`config.mk`:
```
export PLATFORM = sky130hd
export DESIGN_NAME = serial_bank_switch_mapper
export DESIGN_NICKNAME = d
export VERILOG_FILES = /design/src/sv/sbsm_pkg.sv /design/src/sv/serial_bank_switch_mapper.sv
export SDC_FILE = /design/constraint.sdc
export NUM_CORES = 1
export LEC_CHECK = 0
export BUFFER_PORTS_ARGS = -buffer_cell sky130_fd_sc_hd__buf_2
export CAP_MARGIN = 20
export CORE_MARGIN = 5
export CORE_UTILIZATION = 30
export DETAILED_ROUTE_END_ITERATION = 8
export PLACE_DENSITY_LB_ADDON = 0.25
export SLEW_MARGIN = 20
export SYNTH_ARGS = -nofsm -noshare
export SYNTH_HDL_FRONTEND = slang
export SYNTH_SLANG_ARGS = --single-unit
```
`constraint.sdc`:
```
create_clock -name i_clk -period 2.7 [get_ports i_clk]
set_input_delay 0.135 -clock i_clk [delete_from_list [all_inputs] [get_ports i_clk]]
set_output_delay 0.135 -clock i_clk [all_outputs]
set_load 0.005 [all_outputs]
```
`src/sv/sbsm_pkg.sv`:
```
`timescale 1ns / 1ps

package sbsm_pkg;

    // Serial loader commits on this write.
    localparam int LOADER_WRITES = 5;
    localparam int LOAD_CNT_W    = $clog2(LOADER_WRITES + 1);

    localparam int REG_W      = 5;
    localparam int ADDR_W     = 16;
    localparam int DATA_W     = 8;
    localparam int OFFSET_W   = 18;
    localparam int BANK_CNT_W = 5;

    localparam logic [REG_W-1:0]      CTRL_RESET      = 5'h0C;
    localparam logic [BANK_CNT_W-1:0] BANK_CNT_RESET  = 5'd16;
    localparam logic [BANK_CNT_W-1:0] BANK_CNT_MAX    = 5'd16;
    localparam logic [BANK_CNT_W-1:0] BANK_CNT_MIN    = 5'd1;

    typedef enum logic [1:0] {
        REQ_CPU_READ  = 2'd0,
        REQ_CPU_WRITE = 2'd1,
        REQ_PPU_READ  = 2'd2,
        REQ_PPU_WRITE = 2'd3
    } t_req_type;

    typedef enum logic [1:0] {
        TGT_NONE    = 2'd0,
        TGT_PRG_ROM = 2'd1,
        TGT_WRAM    = 2'd2,
        TGT_PATTERN = 2'd3
    } t_target;

    // Register selected by address bits 14..13 on a committing write.
    typedef enum logic [1:0] {
        SEL_CONTROL  = 2'd0,
        SEL_PAT_LOW  = 2'd1,
        SEL_PAT_HIGH = 2'd2,
        SEL_PROGRAM  = 2'd3
    } t_reg_sel;

endpackage

```
`src/sv/serial_bank_switch_mapper.sv`:
```
`timescale 1ns / 1ps
// Channel   | Direction | Handshake                | Payload
// request   | in        | i_in_valid / o_in_ready   | i_req_type, i_address, i_write_data
// result    | out       | o_out_valid / i_out_ready | o_target, o_mem_offset, o_mem_write,
//           |           |                          | o_mem_data, o_mirroring, o_bank_fault
// config    | in        | i_cfg_we                 | i_cfg_data (prg_bank_count)
//
// Each request passes through the input register, then the result register.
// One request per cycle is sustained while i_out_ready holds; the decode and mapper register
// update sit between the input register and the result register.
// Reset (synchronous, active low) empties both stages and restores the mapper registers.
// A stalled result holds; the input stage keeps accepting while the result stage can drain.

module serial_bank_switch_mapper (
    input  logic                           i_clk,
    input  logic                           i_rst_n,
    input  logic                           i_in_valid,
    output logic                           o_in_ready,
    input  logic [1:0]                     i_req_type,
    input  logic [sbsm_pkg::ADDR_W-1:0]    i_address,
    input  logic [sbsm_pkg::DATA_W-1:0]    i_write_data,
    output logic                           o_out_valid,
    input  logic                           i_out_ready,
    output logic [1:0]                     o_target,
    output logic [sbsm_pkg::OFFSET_W-1:0]  o_mem_offset,
    output logic                           o_mem_write,
    output logic [sbsm_pkg::DATA_W-1:0]    o_mem_data,
    output logic [1:0]                     o_mirroring,
    output logic                           o_bank_fault,
    input  logic                           i_cfg_we,
    input  logic [sbsm_pkg::BANK_CNT_W-1:0] i_cfg_data
);
    import sbsm_pkg::*;

    // Input stage.
    logic              r_s1_valid;
    t_req_type         r_s1_type;
    logic [ADDR_W-1:0] r_s1_addr;
    logic [DATA_W-1:0] r_s1_data;

    // Mapper state.
    logic [REG_W-1:0]      r_shift, n_shift;
    logic [LOAD_CNT_W-1:0] r_load_cnt, n_load_cnt;
    logic [REG_W-1:0]      r_control, n_control;
    logic [REG_W-1:0]      r_pat_low, n_pat_low;
    logic [REG_W-1:0]      r_pat_high, n_pat_high;
    logic [REG_W-1:0]      r_program, n_program;
    logic [BANK_CNT_W-1:0] r_bank_cnt;

    // Result stage.
    logic                r_out_valid;
    t_target             r_target, n_target;
    logic [OFFSET_W-1:0] r_offset, n_offset;
    logic                r_mem_write, n_mem_write;
    logic [DATA_W-1:0]   r_mem_data, n_mem_data;
    logic [1:0]          r_mirroring, n_mirroring;
    logic                r_fault, n_fault;

    logic                  s2_space;
    logic                  s1_fire;
    logic                  in_fire;
    logic [BANK_CNT_W-1:0] bank_cnt;
    logic [3:0]            prg_bank;
    logic [REG_W-1:0]      shifted;
    logic [REG_W-1:0]      pat_bank;

    // Stage handshakes.
    assign s2_space   = !r_out_valid || i_out_ready;
    assign s1_fire    = r_s1_valid && s2_space;
    assign o_in_ready = !r_s1_valid || s2_space;
    assign in_fire    = i_in_valid && o_in_ready;

    // Bank count clamped to the range the banking logic supports.
    always_comb begin
        if (r_bank_cnt < BANK_CNT_MIN) begin
            bank_cnt = BANK_CNT_MIN;
        end else if (r_bank_cnt > BANK_CNT_MAX) begin
            bank_cnt = BANK_CNT_MAX;
        end else begin
            bank_cnt = r_bank_cnt;
        end
    end

    // Program bank for a CPU read at 0x8000 and above; bit 14 picks the upper half.
    always_comb begin
        if (!r_control[3]) begin
            prg_bank = {r_program[3:1], r_s1_addr[14]};
        end else if (r_control[2]) begin
            prg_bank = r_s1_addr[14] ? 4'(bank_cnt - BANK_CNT_MIN) : r_program[3:0];
        end else begin
            prg_bank = r_s1_addr[14] ? r_program[3:0] : 4'd0;
        end
    end

    assign shifted  = {r_s1_data[0], r_shift[REG_W-1:1]};
    assign pat_bank = r_s1_addr[12] ? r_pat_high : r_pat_low;

    // Request decode, serial loader and result formation.
    always_comb begin
        n_shift     = r_shift;
        n_load_cnt  = r_load_cnt;
        n_control   = r_control;
        n_pat_low   = r_pat_low;
        n_pat_high  = r_pat_high;
        n_program   = r_program;
        n_target    = TGT_NONE;
        n_offset    = '0;
        n_mem_write = 1'b0;
        n_fault     = 1'b0;

        if (!r_s1_type[1]) begin
            if (r_s1_addr[15]) begin
                if (r_s1_type == REQ_CPU_WRITE) begin
                    if (r_s1_data[7]) begin
                        // Loader reset also fixes the last program bank.
                        n_shift    = '0;
                        n_load_cnt = '0;
                        n_control  = r_control | CTRL_RESET;
                    end else if (r_load_cnt == LOAD_CNT_W'(LOADER_WRITES - 1)) begin
                        n_shift    = '0;
                        n_load_cnt = '0;
                        unique case (t_reg_sel'(r_s1_addr[14:13]))
                            SEL_CONTROL:  n_control  = shifted;
                            SEL_PAT_LOW:  n_pat_low  = shifted;
                            SEL_PAT_HIGH: n_pat_high = shifted;
                            SEL_PROGRAM:  n_program  = shifted;
                            default:      n_program  = shifted;
                        endcase
                    end else begin
                        n_shift    = shifted;
                        n_load_cnt = r_load_cnt + LOAD_CNT_W'(1);
                    end
                end else begin
                    n_target = TGT_PRG_ROM;
                    n_offset = {prg_bank, r_s1_addr[13:0]};
                    n_fault  = {1'b0, prg_bank} >= bank_cnt;
                end
            end else if (r_s1_addr[14:13] == 2'b11) begin
                // Work RAM window 0x6000..0x7FFF.
                n_target    = TGT_WRAM;
                n_offset    = {5'd0, r_s1_addr[12:0]};
                n_mem_write = (r_s1_type == REQ_CPU_WRITE);
            end
        end else if (r_s1_addr[15:13] == 3'd0) begin
            n_target    = TGT_PATTERN;
            n_mem_write = (r_s1_type == REQ_PPU_WRITE);
            if (r_control[4]) begin
                n_offset = {1'b0, pat_bank, r_s1_addr[11:0]};
            end else begin
                n_offset = {1'b0, r_pat_low[4:1], r_s1_addr[12:0]};
            end
        end

        n_mem_data  = n_mem_write ? r_s1_data : '0;
        n_mirroring = n_control[1:0];
    end

    // Control state.
    always_ff @(posedge i_clk) begin
        if (!i_rst_n) begin
            r_s1_valid  <= 1'b0;
            r_out_valid <= 1'b0;
            r_shift     <= '0;
            r_load_cnt  <= '0;
            r_control   <= CTRL_RESET;
            r_pat_low   <= '0;
            r_pat_high  <= '0;
            r_program   <= '0;
            r_bank_cnt  <= BANK_CNT_RESET;
        end else begin
            if (in_fire) begin
                r_s1_valid <= 1'b1;
            end else if (s1_fire) begin
                r_s1_valid <= 1'b0;
            end
            if (s1_fire) begin
                r_out_valid <= 1'b1;
            end else if (i_out_ready) begin
                r_out_valid <= 1'b0;
            end
            if (s1_fire) begin
                r_shift    <= n_shift;
                r_load_cnt <= n_load_cnt;
                r_control  <= n_control;
                r_pat_low  <= n_pat_low;
                r_pat_high <= n_pat_high;
                r_program  <= n_program;
            end
            if (i_cfg_we) begin
                r_bank_cnt <= i_cfg_data;
            end
        end
    end

    // Payload registers of both stages.
    always_ff @(posedge i_clk) begin
        if (in_fire) begin
            r_s1_type <= t_req_type'(i_req_type);
            r_s1_addr <= i_address;
            r_s1_data <= i_write_data;
        end
        if (s1_fire) begin
            r_target    <= n_target;
            r_offset    <= n_offset;
            r_mem_write <= n_mem_write;
            r_mem_data  <= n_mem_data;
            r_mirroring <= n_mirroring;
            r_fault     <= n_fault;
        end
    end

    assign o_out_valid  = r_out_valid;
    assign o_target     = r_target;
    assign o_mem_offset = r_offset;
    assign o_mem_write  = r_mem_write;
    assign o_mem_data   = r_mem_data;
    assign o_mirroring  = r_mirroring;
    assign o_bank_fault = r_fault;

endmodule

```
# Yosys cells after proc, flatten, opt, wreduce, memory -nomap -nowiden
# Index checks and enable logic that the tools add are counted.
# op_classes
add_sub_neg	2
eq_ne	6
n_lt_le_gt_ge	3
n_mux	36
bitwise	3
reduce_logical	19
# op_table
cell	n
$mux 18	3
$mux 17	2
$mux 4	7
$reduce_and 7->1	4
$mux 5	5
$mux 2	7
$mux 13	1
$mux 1	9
$reduce_bool 2->1	4
$eq 2x2->1 const B	3
$mux 3	2
$reduce_and 6->1	1
$ge 4x5->1	1
$gt 5x5->1 const B	1
$lt 5x1->1 const B	1
$eq 2x1->1 const B	2
$reduce_and 4->1	1
$sub 4x1->4 const B	1
$add 3x1->3 const B	1
$eq 3x3->1 const B	1
$logic_not 3->1	1
$not 1->1	3
$reduce_or 3->1	1
$logic_and 1x1->1	2
3 further kinds	5
# totals
elab_cells	89
in_bits	36
out_inout_bits	34
regBits	92

# Logic depth before layout (Yosys ltp)
# logic_depth
depth_word	10
ltp_mapped	10
ltp_nobuf	9

# Least setup slack after synthesis
# No wires, ideal clock.
# synth_timing
path_kind	reg2reg
from	reg r_out_valid (netlist: o_out_valid)
to	reg r_load_cnt[0]
path_buffers	1
synth_period_minus_slack_ps	2428
slack_ps	272
setup_time_ps	124
arrival_time_ps	2304
required_ps	2576
stages_incl_launch_ff	7
path_cell_list	dfxtp_1 > nand2b_1 > and2_1 > clkbuf_1 > nand2_1 > o21ai_2 > nor2_1
# synth_between
elab_chain_cells	4
# synth_lines
element	line	text
start, declared	serial_bank_switch_mapper.sv:51	logic r_out_valid;
start signal, assigned	serial_bank_switch_mapper.sv:162	r_out_valid <= 1'b0;
start signal, assigned	serial_bank_switch_mapper.sv:177	r_out_valid <= 1'b1;
start signal, assigned	serial_bank_switch_mapper.sv:179	r_out_valid <= 1'b0;
$logic_not 1->1	serial_bank_switch_mapper.sv:68	assign s2_space = !r_out_valid || i_out_ready;
$logic_or 1x1->1	serial_bank_switch_mapper.sv:68	
$logic_and 1x1->1	serial_bank_switch_mapper.sv:69	assign s1_fire = r_s1_valid && s2_space;
via s1_fire	serial_bank_switch_mapper.sv:60	logic s1_fire;
$reduce_and 4->1 (no source line)	--	
end signal, assigned	serial_bank_switch_mapper.sv:183	r_load_cnt <= n_load_cnt;
end, declared	serial_bank_switch_mapper.sv:43	logic [LOAD_CNT_W-1:0] r_load_cnt, n_load_cnt;
# The timed path passes the listed nets, and every way through them passes these cells.
# A chain may end at the register's enable or synchronous reset.

# Final worst setup path
# layout_timing
from	reg r_bank_cnt[1]
to	reg r_fault (netlist: o_bank_fault), data pin
# layout_between
elab_chain_cells	8
# layout_lines
element	line	text
start, declared	serial_bank_switch_mapper.sv:48	logic [BANK_CNT_W-1:0] r_bank_cnt;
start signal, assigned	serial_bank_switch_mapper.sv:190	r_bank_cnt <= i_cfg_data;
$gt 5x5->1	serial_bank_switch_mapper.sv:77	end else if (r_bank_cnt > BANK_CNT_MAX) begin
$mux 5	serial_bank_switch_mapper.sv:77	
$mux 5 (*)	serial_bank_switch_mapper.sv:75	if (r_bank_cnt < BANK_CNT_MIN) begin
$sub 4x1->4	serial_bank_switch_mapper.sv:89	prg_bank = r_s1_addr[14] ? 4'(bank_cnt - BANK_CNT_MIN) : r_program[3:0];
$mux 4	serial_bank_switch_mapper.sv:89	
$mux 4	serial_bank_switch_mapper.sv:88	end else if (r_control[2]) begin
$mux 4	serial_bank_switch_mapper.sv:86	if (!r_control[3]) begin
$ge 4x5->1 (*)	serial_bank_switch_mapper.sv:136	n_fault = {1'b0, prg_bank} >= bank_cnt;
end signal, assigned	serial_bank_switch_mapper.sv:208	r_fault <= n_fault;
end, declared	serial_bank_switch_mapper.sv:57	logic r_fault, n_fault;
# Every way passes the cells marked *; elsewhere a longest branch is shown, timed or not.

==> qor.csv <==
stage,metric,value,unit
global_route,antenna_found_initial,0,
clock_tree,htreeDepth,3,
synth,yosysUniqueCellTypes,42,
cells_and_area,final_cell_count_no_fill,566,
synth,yosysTopAreaCellShare,46.81,%
min_path,min_to,r_bank_cnt[4],
sta,slew_headroom,50.51,%
placement,hpwl,5395,um
cells_and_area,drive_gt1_share,23.87,%
synth,synthXorXnorAreaFrac,0.7061,%
die,core,12060,um^2
die,io-pin-count,70,
synth,synth_compound_area_share,8.070,%
synth,seq_area_frac_synth,64.56,%
synth,syn_area,3721,um^2
detailed_routing,first_pass_iters,4,
setup_path,rrSetupSlack,0.19,ns
setup_path,r2r-end,o_bank_fault,
detailed_routing,num_vias,2504,
min_path,hold_path.class,input port to flip-flop,
setup_path,reg2reg_depth,9,
cells_and_area,synthToLayoutAreaGrowth,29.22,%
run,max_cap_viol_count,0,
placement,place_ws,0.1730,ns
pwr,p_per_area,626.8,nW/um^2
clock_tree,clkTransAtPathRegs,0.06,ns
detailed_routing,finalWirelength,7831,um
clock_tree,clock-root-buffer,clkbuf_16,
placement,dp_cells,524,
setup_path,required,2.78,ns
setup_path,arrival,2.60,ns
min_path,min_path_cells,3,
cells_and_area,diodes,0,
synth,synth_simple_gate_area_share,15.84,%
global_route,grt_use_total,11.08,%
pwr,p_leak,0.001855,uW
sta,period_needed,2.515,ns
sta,tightest_slew,0.7396,ns
sta,setup_viol,0,
global_route,grt_pass1_vias,2619,
detailed_routing,wl_per_cell,13.84,um
clock_tree,clkLatencyLatePin,0.33,ns
detailed_routing,drc_errors,0,
synth,synth_seq_cells,91,
sta,slew_viol_final,0,
synth,ys.warnings.count,0,
synth,synth_fp_nets,336,
pwr,ir_drop,258.2,uV
clock_tree,cts_setup_buffers,0,
setup_path,startpoint,r_bank_cnt[1],
synth,synth_fa_ha_area_share,1.681,%
sta,finalCritPeriodShare,93.14,%
sta,rsz0062_at_grt,false,
clock_tree,cts_sinks,91,
placement,globalplace.congestion,0.7766,
synth,synth_top_family_by_area,simple AND/OR/NAND/NOR gates,
setup_path,r2r_start,r_bank_cnt[1],
sta,hold_violations,0,
sta,fmaxAchievable,0.3976,GHz
global_route,grt_max_degree,35,
setup_path,worst-setup-path-type,flip-flop to flip-flop,
clock_tree,cts_buffers,9,
setup_path,critical_path.max_fanout,8,
clock_tree,cts_tree,yes,
synth,avgSynthCellArea,12.61,um^2
synth,synth.mux.area_fraction,6.826,%
sta,finalSetupTns,0,ns
cells_and_area,nets,434,
detailed_routing,drt-initial-drc-count,129,
synth,postSynthCellCount,295,
detailed_routing,via_per_inst,4.424,
die,die_w,121.4,um
die,dieArea,14730,um^2
global_route,grt_pass1_wl,12780,um
min_path,hp-start,i_cfg_data[4],
placement,port_buffers,69,
outcome,status,"finished, final reports clean",
synth,synth_top_area_cell,edfxtp_1,
die,initial_utilization,30.85,%
clock_tree,cts_buffer_depth,2,
global_route,overflow,0,
sta,fin_skew,0.005540,ns
die,rows,40,
sta,setup_slack,0.1851,ns
detailed_routing,ant_nets,0,
setup_path,cp-start-kind,flip-flop,
clock_tree,cts-resized-gates,0,
setup_path,end_kind,flip-flop,
pwr,p_total,3014,uW
cells_and_area,post-route-util,39.87,%
synth,yosys-top-cells-area,"edfxtp_1 47%, dfxtp_1 18%, mux2i_1 5.9%, nor2b_1 5.5%, nand2_1 2.3%",
die,chipHeight,121.4,um
==> through the flow <==
step           cell area, um^2  hold slack [ns]
2_1_floorplan             3721           0.2339
3_3_place_gp              4254           0.3133
3_5_place_dp              4254           0.3132
4_1_cts                   4808         0.005518
5_1_grt                   4808          0.04279
6_report                  4808          0.01701
==> worst max-delay path by stage <==
stage	endpoint	slack [ns]	depth (start not counted)
after floorplan	r_load_cnt[0]	0.27	6
after global placement	o_bank_fault	0.22	9
after detailed placement	o_bank_fault	0.17	9
after CTS	o_bank_fault	0.15	9
after global routing	o_bank_fault	0.009	9
final	o_bank_fault	0.19	9
==> cells in the mapped netlist (all sizes together) <==
cell     number
nand4         1
o31a          1
nand2b        5
and2          3
ha            5
a211oi        1
o21ai        13
nor2b        33
mux2          3
o31ai         1
a2111oi       1
or3b          1
o21a          1
nor2         11
a211o         2
nand3b        1
o2bb2ai       3
o22ai         5
inv          11
nand3         3
or3           2
a21boi        4
dfxtp        33
nand2        23
buf           3
edfxtp       58
and3b         2
xor2          2
or2           1
xnor2         1
clkbuf        8
a22o          1
nor3          3
a21oi        14
mux2i        22
and3         12
a22oi         1
==> flip-flops by register name, summed over array words and instances (netlist names), 3 cells and up <==
| register | cells |
|---|---|
| o_mem_data | 8 |
| o_mem_offset | 18 |
| r_bank_cnt | 5 |
| r_control | 5 |
| r_load_cnt | 3 |
| r_pat_high | 5 |
| r_pat_low | 5 |
| r_program | 4 |
| r_s1_addr | 16 |
| r_s1_data | 8 |
| r_shift | 4 |
==> power by group <==
group          internal, uW  switching (uW)
Clock                   725             522
Sequential             1540            27.9
Combinational           102            98.9
==> what timing repair did <==
item,4_1_cts,5_1_grt
endpoints found under the hold margin,26,0
hold buffers,26,0
endpoints found under the setup margin,0,1
==> cells by family (layout without fill, tap and decap cells) <==
kind of cell | count (synthesis) | after routing
multiplexers | 25 | 25
flip-flops | 91 | 91
buffers and inverters | 22 | 125
AND/OR/NAND/NOR | 101 | 101
XOR/XNOR | 3 | 3
AO/OA/AOI/OAI | 48 | 48
adder cells (fa/ha/maj) | 5 | 5
==> layout by cell type (no fill, tap or decap), types with 2 or more instances in the layout <==
master	instances
ha_1	5
and3_1	12
clkbuf_16	9
o21ai_1	2
buf_4	3
nand2_1	23
dfxtp_1	33
nor2_1	10
dlygate4sd3_1	26
inv_1	11
and2_1	3
a211o_1	2
o21ai_0	10
nand3_1	3
o22ai_1	5
mux2i_1	22
xor2_1	2
nor3_4	2
or3_1	2
clkbuf_1	2
edfxtp_1	58
nand2b_1	5
o2bb2ai_1	3
a21boi_0	4
nor2b_1	33
a21oi_1	14
buf_2	69
mux2_2	3
inv_6	2
==> cell type report <==
cell class | instances | area (um^2)
inverters | 11 | 41.29
well taps | 168 | 210.2
multi-input cells | 182 | 1232
fillers | 1183 | 7253
clock inverters | 5 | 61.31
repair buffers | 98 | 628.1
clock buffers | 11 | 232.7
flip-flops and latches | 91 | 2402
==> metal layers <==
metal  global-route usage (%)  vias to the layer above  share of wire [%]  wire (um)
met5                        0                        -                  0          0
met4                    5.322                        0                1.7        132
met3                    2.238                        8                3.9        304
met2                    18.17                       44                 51       3997
met1                    13.92                     1200                 43       3397
li1                         -                     1252                  -          -
==> critical path: stages (launching register included) <==
cell and delay [ns]:
dfxtp_1 0.37, or3_1 0.39, a21oi_1 0.20, o21ai_0 0.10, a21oi_1 0.19, ha_1 0.25
nand2b_1 0.16, a211o_1 0.29, a211oi_1 0.23, nor3_1 0.08
(Power assumes the default switching activity.)
